**src/rtl/core/int8_int4_dot_product_accumulator_macros.svh**
```systemverilog
// Assertion macros used by the dot product accumulator back end.
`ifndef INT8_INT4_DOT_PRODUCT_ACCUMULATOR_MACROS_SVH
`define INT8_INT4_DOT_PRODUCT_ACCUMULATOR_MACROS_SVH

// Same-cycle implication, checked out of reset.
`define IDPA_ASSERT_IMPL(lbl, ante, cons) \
    lbl: assert property (@(posedge i_clk) disable iff (!i_rst_n) (ante) |-> (cons)) \
        else $error("idpa assertion failed");

// Next-cycle implication, checked out of reset.
`define IDPA_ASSERT_NEXT(lbl, ante, cons) \
    lbl: assert property (@(posedge i_clk) disable iff (!i_rst_n) (ante) |=> (cons)) \
        else $error("idpa assertion failed");

`endif

```
**src/rtl/core/idpa_pkg.sv**
```systemverilog
// Shared types and constants for the dot product accumulator.
`default_nettype none
package idpa_pkg;

    localparam int BYTES_MAX          = 8;
    localparam int DEF_BYTES_PER_ITEM = 8;
    localparam int DEF_QUEUE_DEPTH    = 4;
    localparam int WORD_W             = 64;
    localparam int CNT_W              = 5;
    localparam int PROD_W             = 17;
    localparam int PSUM_W             = 20;
    localparam int ADDR_W             = 2;
    localparam int DATA_W             = 32;

    localparam logic [ADDR_W-1:0] REG_ELEMENT_FORMAT = 2'd0;
    localparam logic [7:0]        NIBBLE_MASK        = 8'h0F;

    typedef enum logic [0:0] {
        FMT_BYTE   = 1'b0,
        FMT_NIBBLE = 1'b1
    } t_fmt;

    typedef struct packed {
        logic [WORD_W-1:0]    a_word;
        logic [WORD_W-1:0]    b_word;
        logic [BYTES_MAX-1:0] lo_en;
        logic [BYTES_MAX-1:0] hi_en;
        t_fmt                 fmt;
        logic                 last;
    } t_item;

endpackage
`default_nettype wire

```
**src/rtl/core/idpa_front.sv**
```systemverilog
// Front end: input register, count clamp and per-lane enable decode.
`default_nettype none
module idpa_front import idpa_pkg::*; #(
    parameter int BYTES_PER_ITEM = DEF_BYTES_PER_ITEM
) (
    input  wire logic              i_clk,
    input  wire logic              i_rst_n,
    input  wire logic              i_in_valid,
    output logic                   o_in_ready,
    input  wire logic [WORD_W-1:0] i_a_word,
    input  wire logic [WORD_W-1:0] i_b_word,
    input  wire logic [CNT_W-1:0]  i_element_count,
    input  wire logic              i_is_last,
    input  wire t_fmt              i_fmt,
    input  wire logic              i_q_full,
    output logic                   o_push,
    output t_item                  o_item
);

    logic             r_valid, n_valid;
    t_item            r_item, n_item;
    logic [CNT_W-1:0] w_lanes, w_cnt;
    logic             w_accept;

    assign o_in_ready = !r_valid || !i_q_full;
    assign w_accept   = i_in_valid && o_in_ready;
    assign o_push     = r_valid && !i_q_full;
    assign o_item     = r_item;

    assign w_lanes = (i_fmt == FMT_NIBBLE) ? CNT_W'(2 * BYTES_PER_ITEM)
                                           : CNT_W'(BYTES_PER_ITEM);
    assign w_cnt   = (i_element_count > w_lanes) ? w_lanes : i_element_count;

    always_comb begin
        n_item.a_word = i_a_word;
        n_item.b_word = i_b_word;
        n_item.fmt    = i_fmt;
        n_item.last   = i_is_last;
        n_item.lo_en  = '0;
        n_item.hi_en  = '0;
        for (int j = 0; j < BYTES_MAX; j++) begin
            if (j < BYTES_PER_ITEM) begin
                if (i_fmt == FMT_NIBBLE) begin
                    n_item.lo_en[j] = CNT_W'(2 * j) < w_cnt;
                    n_item.hi_en[j] = CNT_W'(2 * j + 1) < w_cnt;
                end else begin
                    n_item.lo_en[j] = CNT_W'(j) < w_cnt;
                end
            end
        end
    end

    always_comb begin
        if (w_accept) begin
            n_valid = 1'b1;
        end else if (o_push) begin
            n_valid = 1'b0;
        end else begin
            n_valid = r_valid;
        end
    end

    always_ff @(posedge i_clk) begin
        if (!i_rst_n) begin
            r_valid <= 1'b0;
        end else begin
            r_valid <= n_valid;
        end
    end

    always_ff @(posedge i_clk) begin
        if (w_accept) begin
            r_item <= n_item;
        end
    end

endmodule
`default_nettype wire

```
**src/rtl/core/idpa_queue.sv**
```systemverilog
// Short register queue between front and back end.
`default_nettype none
module idpa_queue import idpa_pkg::*; #(
    parameter int DEPTH = DEF_QUEUE_DEPTH
) (
    input  wire logic  i_clk,
    input  wire logic  i_rst_n,
    input  wire logic  i_push,
    input  wire t_item i_item,
    output logic       o_full,
    input  wire logic  i_pop,
    output t_item      o_head,
    output logic       o_empty
);

    localparam int PTR_W = (DEPTH > 1) ? $clog2(DEPTH) : 1;
    localparam int CNT_QW = $clog2(DEPTH + 1);

    t_item              r_mem [DEPTH];
    logic [PTR_W-1:0]   r_wr, n_wr, r_rd, n_rd;
    logic [CNT_QW-1:0]  r_cnt, n_cnt;

    assign o_full  = r_cnt == CNT_QW'(DEPTH);
    assign o_empty = r_cnt == '0;
    assign o_head  = r_mem[r_rd];

    always_comb begin
        n_wr  = r_wr;
        n_rd  = r_rd;
        n_cnt = r_cnt;
        if (i_push) begin
            n_wr = (r_wr == PTR_W'(DEPTH - 1)) ? '0 : r_wr + PTR_W'(1);
        end
        if (i_pop) begin
            n_rd = (r_rd == PTR_W'(DEPTH - 1)) ? '0 : r_rd + PTR_W'(1);
        end
        case ({i_push, i_pop})
            2'b10:   n_cnt = r_cnt + CNT_QW'(1);
            2'b01:   n_cnt = r_cnt - CNT_QW'(1);
            default: n_cnt = r_cnt;
        endcase
    end

    always_ff @(posedge i_clk) begin
        if (!i_rst_n) begin
            r_wr  <= '0;
            r_rd  <= '0;
            r_cnt <= '0;
        end else begin
            r_wr  <= n_wr;
            r_rd  <= n_rd;
            r_cnt <= n_cnt;
        end
    end

    always_ff @(posedge i_clk) begin
        if (i_push) begin
            r_mem[r_wr] <= i_item;
        end
    end

endmodule
`default_nettype wire

```
**src/rtl/core/idpa_back.sv**
```systemverilog
// Back end: lane multiply, reduction, 64-bit accumulate and result register.
`default_nettype none
`include "int8_int4_dot_product_accumulator_macros.svh"
module idpa_back import idpa_pkg::*; #(
    parameter int BYTES_PER_ITEM = DEF_BYTES_PER_ITEM
) (
    input  wire logic                i_clk,
    input  wire logic                i_rst_n,
    input  wire t_item               i_head,
    input  wire logic                i_q_empty,
    output logic                     o_pop,
    output logic                     o_out_valid,
    input  wire logic                i_out_ready,
    output logic signed [WORD_W-1:0] o_dot_sum
);

    logic                     w_adv;
    logic                     r_v1, r_last1, r_v2, r_last2;
    logic signed [PROD_W-1:0] r_prod [BYTES_MAX];
    logic signed [PROD_W-1:0] n_prod [BYTES_MAX];
    logic signed [PSUM_W-1:0] r_psum, n_psum;
    logic        [WORD_W-1:0] r_acc, n_sum;
    logic                     r_out_valid;
    logic        [WORD_W-1:0] r_out;

    assign w_adv       = !r_out_valid || i_out_ready;
    assign o_pop       = w_adv && !i_q_empty;
    assign o_out_valid = r_out_valid;
    assign o_dot_sum   = $signed(r_out);

    // per-byte products; nibble mode folds both nibbles of a byte
    always_comb begin
        logic [7:0]               a8, b8, an;
        logic signed [PROD_W-1:0] pb, plo, phi;
        for (int j = 0; j < BYTES_MAX; j++) begin
            a8  = i_head.a_word[8*j +: 8];
            b8  = i_head.b_word[8*j +: 8];
            an  = (a8 >> 4) & NIBBLE_MASK;
            pb  = $signed({9'b0, a8}) * $signed({{9{b8[7]}}, b8});
            plo = $signed({9'b0, a8 & NIBBLE_MASK}) * $signed({{13{b8[3]}}, b8[3:0]});
            phi = $signed({9'b0, an}) * $signed({{13{b8[7]}}, b8[7:4]});
            n_prod[j] = '0;
            if (j < BYTES_PER_ITEM) begin
                if (i_head.fmt == FMT_NIBBLE) begin
                    n_prod[j] = (i_head.lo_en[j] ? plo : '0) + (i_head.hi_en[j] ? phi : '0);
                end else begin
                    n_prod[j] = i_head.lo_en[j] ? pb : '0;
                end
            end
        end
    end

    always_comb begin
        n_psum = '0;
        for (int j = 0; j < BYTES_MAX; j++) begin
            n_psum = n_psum + PSUM_W'(r_prod[j]);
        end
    end

    assign n_sum = r_acc + {{(WORD_W-PSUM_W){r_psum[PSUM_W-1]}}, r_psum};

    always_ff @(posedge i_clk) begin
        if (!i_rst_n) begin
            r_v1        <= 1'b0;
            r_v2        <= 1'b0;
            r_acc       <= '0;
            r_out_valid <= 1'b0;
        end else if (w_adv) begin
            r_v1        <= o_pop;
            r_v2        <= r_v1;
            r_out_valid <= r_v2 && r_last2;
            if (r_v2) begin
                r_acc <= r_last2 ? '0 : n_sum;
            end
        end
    end

    always_ff @(posedge i_clk) begin
        if (w_adv) begin
            r_last1 <= i_head.last;
            r_prod  <= n_prod;
            r_last2 <= r_last1;
            r_psum  <= n_psum;
            if (r_v2 && r_last2) begin
                r_out <= n_sum;
            end
        end
    end

    `IDPA_ASSERT_NEXT(a_last_emits, r_v2 && r_last2 && w_adv, r_out_valid)
    `IDPA_ASSERT_NEXT(a_last_clears, r_v2 && r_last2 && w_adv, r_acc == '0)
    `IDPA_ASSERT_NEXT(a_stall_freeze, !w_adv, $stable(r_acc) && $stable(r_v2))

endmodule
`default_nettype wire

```
**src/rtl/core/int8_int4_dot_product_accumulator.sv**
```systemverilog
// Top level: u8/s8 and u4/s4 streaming dot product accumulator with APB config.
//
//  channel   dir  handshake                     payload
//  input     in   i_in_valid / o_in_ready       i_a_word i_b_word i_element_count i_is_last
//  output    out  o_out_valid / i_out_ready     o_dot_sum
//  config    in   psel penable pwrite / pready  paddr pwdata prdata
//
// One transaction per cycle sustained unless the output stalls; the lane multipliers and
// adder tree are pipelined behind the input register and the queue.
// Synchronous reset clears the sum, all valid flags and selects byte format.
// An output stall freezes the back end; the queue and input register then fill
// and o_in_ready drops.
`default_nettype none
module int8_int4_dot_product_accumulator import idpa_pkg::*; #(
    parameter int BYTES_PER_ITEM = DEF_BYTES_PER_ITEM,
    parameter int QUEUE_DEPTH    = DEF_QUEUE_DEPTH
) (
    input  wire logic                i_clk,
    input  wire logic                i_rst_n,
    input  wire logic                i_in_valid,
    output logic                     o_in_ready,
    input  wire logic [WORD_W-1:0]   i_a_word,
    input  wire logic [WORD_W-1:0]   i_b_word,
    input  wire logic [CNT_W-1:0]    i_element_count,
    input  wire logic                i_is_last,
    output logic                     o_out_valid,
    input  wire logic                i_out_ready,
    output logic signed [WORD_W-1:0] o_dot_sum,
    input  wire logic                psel,
    input  wire logic                penable,
    input  wire logic                pwrite,
    input  wire logic [ADDR_W-1:0]   paddr,
    input  wire logic [DATA_W-1:0]   pwdata,
    output logic [DATA_W-1:0]        prdata,
    output logic                     pready
);

    t_fmt  r_fmt;
    logic  w_push, w_pop, w_full, w_empty;
    t_item w_push_item, w_head;

    assign pready = 1'b1;
    assign prdata = (paddr == REG_ELEMENT_FORMAT) ? {{(DATA_W-1){1'b0}}, r_fmt} : '0;

    always_ff @(posedge i_clk) begin
        if (!i_rst_n) begin
            r_fmt <= FMT_BYTE;
        end else if (psel && penable && pwrite && pready && paddr == REG_ELEMENT_FORMAT) begin
            r_fmt <= t_fmt'(pwdata[0]);
        end
    end

    idpa_front #(
        .BYTES_PER_ITEM(BYTES_PER_ITEM)
    ) u_front (
        .i_clk          (i_clk),
        .i_rst_n        (i_rst_n),
        .i_in_valid     (i_in_valid),
        .o_in_ready     (o_in_ready),
        .i_a_word       (i_a_word),
        .i_b_word       (i_b_word),
        .i_element_count(i_element_count),
        .i_is_last      (i_is_last),
        .i_fmt          (r_fmt),
        .i_q_full       (w_full),
        .o_push         (w_push),
        .o_item         (w_push_item)
    );

    idpa_queue #(
        .DEPTH(QUEUE_DEPTH)
    ) u_queue (
        .i_clk  (i_clk),
        .i_rst_n(i_rst_n),
        .i_push (w_push),
        .i_item (w_push_item),
        .o_full (w_full),
        .i_pop  (w_pop),
        .o_head (w_head),
        .o_empty(w_empty)
    );

    idpa_back #(
        .BYTES_PER_ITEM(BYTES_PER_ITEM)
    ) u_back (
        .i_clk      (i_clk),
        .i_rst_n    (i_rst_n),
        .i_head     (w_head),
        .i_q_empty  (w_empty),
        .o_pop      (w_pop),
        .o_out_valid(o_out_valid),
        .i_out_ready(i_out_ready),
        .o_dot_sum  (o_dot_sum)
    );

endmodule
`default_nettype wire

```
**config.mk**
```make
export PLATFORM = sky130hd
export DESIGN_NAME = int8_int4_dot_product_accumulator
export DESIGN_NICKNAME = d
export VERILOG_FILES = /design/src/rtl/core/idpa_pkg.sv /design/src/rtl/core/idpa_front.sv /design/src/rtl/core/idpa_queue.sv /design/src/rtl/core/idpa_back.sv /design/src/rtl/core/int8_int4_dot_product_accumulator.sv
export VERILOG_INCLUDE_DIRS = /design/src /design/src/rtl/core
export SDC_FILE = /design/constraint.sdc
export NUM_CORES = 2
export LEC_CHECK = 0
export BUFFER_PORTS_ARGS = -buffer_cell sky130_fd_sc_hd__buf_4
export CAP_MARGIN = 30
export CORE_MARGIN = 5
export CORE_UTILIZATION = 55
export CTS_CLUSTER_DIAMETER = 100
export CTS_CLUSTER_SIZE = 16
export DETAILED_ROUTE_END_ITERATION = 10
export MAX_ROUTING_LAYER = met4
export PLACE_DENSITY_LB_ADDON = 0.12
export SLEW_MARGIN = 20
export SYNTH_ARGS = -nofsm -noshare
export SYNTH_HDL_FRONTEND = slang
export SYNTH_SLANG_ARGS = --single-unit
export TNS_END_PERCENT = 100
```
**constraint.sdc**
```tcl
create_clock -name i_clk -period 13.55 [get_ports i_clk]
set_clock_uncertainty 0.2 [all_clocks]
set_input_delay 3.3875 -clock i_clk [delete_from_list [all_inputs] [get_ports i_clk]]
set_output_delay 3.3875 -clock i_clk [all_outputs]
set_load 0.02 [all_outputs]
```
# Yosys cells after proc, flatten, opt, wreduce, memory -nomap -nowiden

Memories as Yosys holds them, arrays and structs flattened. A register that Yosys moved wholly into a read port is not among the register bits.
Cells that the tools add are included.

Bits in registers: 444
Latch bits: 0
Bits in writable memories: 584
ROM bits: 0
Output and inout port bits: 99
Memories: 1

Memory list:

| name          | depth | bits a word | read ports | clocked after Yosys merged registers in | wr ports | line             | text |
|---|---|---|---|---|---|---|---|
| u_queue.r_mem | 4     | 146         | 1          | 1                                       | 1        | idpa_queue.sv:19 | `t_item r_mem [DEPTH];` |

$add $sub $neg: 20
Multiply operators: 24
Divide/modulo/power cells: 0
$lt $le $gt $ge: 17
Eq/ne operators: 5
Shift operators: 0
Muxes and demuxes: 52
Bitwise logic cells: 0
Reduce and logical (&&, ||, !) cells: 19

Operators with widths:

| cell                  | count |
|---|---|
| $mux W17              | 32 |
| $mul A5 B4 Y9         | 16 |
| $add A17 B17 Y17      | 8 |
| $mul A9 B8 Y17        | 8 |
| $add A20 B17 Y20      | 5 |
| $add A64 B64 Y64      | 1 |
| $mux W64              | 1 |
| $lt A4 B5 Y1 const A  | 8 |
| $lt A3 B5 Y1 const A  | 4 |
| $add A18 B17 Y19      | 1 |
| $add A17 B17 Y18      | 1 |
| $mux W1               | 12 |
| $lt A1 B5 Y1 const A  | 2 |
| $lt A2 B5 Y1 const A  | 2 |
| $mux W5               | 2 |
| $mux W2               | 4 |
| $logic_and A1 B1 Y1   | 7 |
| $eq A2 B2 Y1 const B  | 3 |
| $pmux W3 S2           | 1 |
| $gt A5 B5 Y1          | 1 |
| $add A2 B1 Y2 const B | 2 |
| $logic_not A1 Y1      | 4 |
| $reduce_and A2 Y1     | 2 |
| $reduce_bool A2 Y1    | 2 |
| other kinds (7)       | 8 |

# Depth between registers and ports, before layout

Depth in word-level cells: 7
Gate-level depth with buffers: 28
Gate-level depth less buffers: 28

# By module

A second synthesis with hierarchy kept.

Cell total of the unflattened synthesis: 5803
Area total of the unflattened synthesis: 70570.2 um^2

Modules (own cells, without submodules):

| module                            | instances | cells an instance | area an instance (um^2) |
|---|---|---|---|
| idpa_back                         | 1         | 4750              | 44006.0 |
| idpa_queue                        | 1         | 809               | 21499.4 |
| idpa_front                        | 1         | 203               | 4762.1 |
| int8_int4_dot_product_accumulator | 1         | 41                | 302.8 |

# Worst setup path before layout

OpenSTA, ideal clock, no wires.

Path type: input port to flip-flop
Start point: input i_in_valid
End point: register u_front.r_item, in the netlist u_front.o_item[0], enable pin
Data arrival time: 10.694 ns
Setup slack: 1.917 ns
Stages: 2
Path buffers: 0
Cell sequence: inv_1 > a31oi_1

Longest elaborated chain between the ends: 1

RTL lines:

| what                   | line                                    | text |
|---|---|---|
| start: declaration     | int8_int4_dot_product_accumulator.sv:20 | `input wire logic i_in_valid,` |
| $logic_and A1 B1 Y1    | idpa_front.sv:26                        | `assign w_accept = i_in_valid && o_in_ready;` |
| end signal: assignment | idpa_front.sv:73                        | `r_item <= n_item;` |
| end: declaration       | idpa_front.sv:21                        | `t_item r_item, n_item;` |

Every way passes these cells.
A chain may end at the register's enable or synchronous reset.

==> results.py <==
metrics = {
    "run_status": {
        "outcome": "finished clean",
    },
    "timing": {
        "post-route-min-period_ns": 7.76,
        "hold_slack_ns": 0.224,
        "setup_viol": 0,
        "timing.final.crit_share": 0.572,
        "hold_violations": 0,
        "slew_violations": 0,
        "setup-tns-final_ns": 0,
        "slew-limit-headroom": 0.347,
        "max_freq_mhz": 129,
        "rsz0062_at_grt": "no",
        "tightest_slew_ns": 0.980,
    },
    "synthesis": {
        "yosysWarnings": 0,
        "ys_seq_area_frac": 0.429,
        "synth_top_cell_area_share": 0.407,
        "synthCells": 5821,
        "yosysTopAreaCell": "edfxtp_1",
        "synth-adder-area-share": 0.263,
        "ys_top_cells_by_area": "edfxtp_1 41%, fa_1 14%, ha_1 13%, inv_1 5.2%, mux4_2 4.5%",
        "yosys.area_share.xor_xnor": 0.0336,
        "synth-simple-area-share": 0.0849,
        "yosys_register_bits": 1030,
        "synth_edf_count": 952,
        "postSynthAreaPerCell_sq_um": 12.1,
        "synth_top_family_by_area": "adder cells",
        "synth_compound_area_frac": 0.0790,
        "muxShareOfSynthArea": 0.0486,
        "ys.flop_type": "edfxtp_1",
        "ys_types": 80,
        "async_reset_ff_frac": 0,
        "synthesis.area_sq_um": 70200,
    },
    "routing": {
        "drt_pass1_iterations": 5,
        "wl_per_cell_microns": 19.9,
        "via_per_inst": 5.51,
        "vias": 42600,
        "drc": 0,
        "drt_iter0_drc": 2759,
        "wirelength_microns": 154000,
        "ant_nets": 0,
    },
    "setup_path": {
        "regToRegSetupSlack_ns": 5.79,
        "arrival_ns": 8.04,
        "path_cells": "buf_4, buf_4, buf_12, mux4_2, nand2b_1, fa_1, fa_1, fa_1, inv_1, ha_1, inv_1, fa_1, nor2_1, ha_1, and2_1, o21ai_0, nand2_1, and2_1, o21ai_0, nand2_1, fa_1, o211ai_1",
        "crit_slowest_cell": "buf_4",
        "critical_path_peak_fanout": 32,
        "crit_buf_inv": 5,
        "required_ns": 13.83,
        "cp-start-kind": "flop",
        "r2r_cells": 22,
        "criticalPathCategory": "flop to flop",
        "cpMostUsedCell": "fa_1",
        "critPathCaptureType": "flop",
        "critPathTopFamily": "adder cells",
        "r2r_end": "u_back.r_prod[33]$_DFFE_PN_",
        "slowest_delay_ns": 0.66,
    },
    "placement": {
        "place_inst": 7609,
        "hpwlAfterDp_microns": 117000,
        "gp_congestion": 0.877,
        "place.port_buffers": 210,
    },
    "cts": {
        "cts_tree": "built",
        "cts_setup_buffers": 0,
        "cts_root_buf": "clkbuf_16",
        "hold_buffers": 0,
        "h-tree-depth": 3,
        "cts-resized-gates": 0,
        "clk_latency_ns": 0.69,
        "clock-sinks": 1030,
        "path_clk_slew_ns": 0.07,
        "clockBufferDepth": 3,
        "cts_buffers": 77,
    },
    "global_route": {
        "grt_pass1_wl_microns": 245000,
        "globalRouteOverflowTotal": 0,
        "grt_pass1_vias": 43500,
        "gr-usage-all-layers": 0.238,
        "grt_max_degree": 109,
        "antenna_found_initial": 8,
    },
    "min_path": {
        "worstHoldPathType": "flop to flop",
        "worst_hold_path.endpoint": "u_back.r_last2$_DFFE_PN_",
        "hold_start": "u_back.r_last1$_DFFE_PN_",
        "worstHoldPathCells": 0,
    },
    "die": {
        "io_pins": 274,
        "fp.dieH_microns": 367,
        "rows": 131,
        "core_region_area_sq_um": 127000,
        "die_w_microns": 367,
        "die_area_sq_um": 135000,
        "start_util": 0.552,
    },
    "cells_and_area": {
        "post-route-util": 0.597,
        "layout.cells.non_filler": 7725,
        "drive_above_1_share": 0.0852,
        "syn_to_final_growth_pct": 8.07,
        "finalNetCount": 7395,
    },
    "run": {
        "drv_cap": 0,
    },
}
## layout by cell type (no fill, tap or decap), types with 32 or more instances in the layout
cell / netlist / routed
nor2_1: 145 / 144
dfxtp_1: 78 / 76
edfxtp_1: 952 / 952
xnor2_1: 180 / 180
a21o_1: 130 / 130
nand2_1: 418 / 418
nor2b_1: 70 / 70
nor3_1: 40 / 40
nand3_1: 33 / 33
and2_1: 320 / 320
o22ai_1: 36 / 36
conb_1: 2 / 32
buf_4: 32 / 239
clkbuf_16: 0 / 81
a22o_1: 40 / 40
ha_1: 715 / 715
o21ai_0: 207 / 206
xor2_1: 86 / 86
nand2b_1: 83 / 82
fa_1: 477 / 477
inv_1: 964 / 964
mux4_2: 139 / 139
a21oi_1: 222 / 222
o21bai_1: 53 / 53
## synth_stat cells, types with 15 or more instances
cell	number
nand4_1	15
o21bai_1	53
buf_1	16
nand3_1	33
o21ai_0	207
and2_1	320
clkbuf_1	89
a22oi_1	21
a22o_1	40
ha_1	715
xnor2_1	180
a21oi_1	222
nor2b_1	70
dfxtp_1	78
nor2_1	145
inv_1	964
edfxtp_1	952
nand2b_1	83
a21o_1	130
o31ai_1	18
o21a_1	20
mux2_2	15
o22ai_1	36
xor2_1	86
nor3_1	40
buf_4	32
a31oi_1	20
fa_1	477
and3_1	28
nand2_1	418
o211ai_1	23
mux4_2	139
## layout make-up
type	instances	area (sq um)
fill	10300	51300
timing repair buffer	242	1850
inverter	964	3620
multi-input combinational	3713	36000
tap	1662	2080
clock inverter	9	101
antenna	4	10.0
sequential	1030	30200
clock buffer	101	2110
## worst max path at each step
stage,start,to,cells after the start
2_1_floorplan,i_in_valid,u_front.o_item[0]$_DFFE_PP_,2
3_3_place_gp,flop,u_back.r_prod[135]$_DFFE_PN_,21
3_5_place_dp,flop,u_back.r_prod[135]$_DFFE_PN_,21
4_1_cts,flop,u_back.r_prod[135]$_DFFE_PN_,21
5_1_grt,flop,u_back.r_prod[33]$_DFFE_PN_,24
6_report,flop,u_back.r_prod[33]$_DFFE_PN_,22
## layer usage
metal	GRT usage	up-vias	routed length, microns	share of wire
li1	-	20300	-	-
met1	0.346	21200	73100	0.47
met2	0.366	904	69700	0.45
met3	0.0336	147	8820	0.057
met4	0.0454	0	2390	0.015
met5	-	-	0	0
## flip-flops by register name (all words and copies together), names as in the netlist, 2 cells and up, named ones only
register / flops
u_back.o_dot_sum: 64
u_back.r_acc: 64
u_queue.r_rd: 2
u_queue.r_cnt: 3
u_back.r_prod: 136
u_queue.r_mem: 584
u_front.o_item: 146
u_queue.r_wr: 2
u_back.r_psum: 20
## stage by stage
step | area, sq um | setup WS (ns)
3_5_place_dp | 73600 | 5.50
4_1_cts | 75800 | 5.45
5_1_grt | 75900 | 5.28
6_report | 75900 | 5.79
2_1_floorplan | 70300 | 1.92
3_3_place_gp | 73600 | 5.52
## kinds of logic (layout without fill, tap and decap cells)
kind of cell,after synthesis,in the layout
other,2,36
XOR/XNOR,268,268
AND/OR/NAND/NOR,1188,1188
buffers and inverters,1108,1316
multiplexers,165,165
adder cells (fa/ha/maj),1192,1192
flip-flops,1030,1030
AO/OA/AOI/OAI,868,868
Power is not shown: default switching activity piles up to over one toggle a cycle in this logic, so the estimate is an artifact.
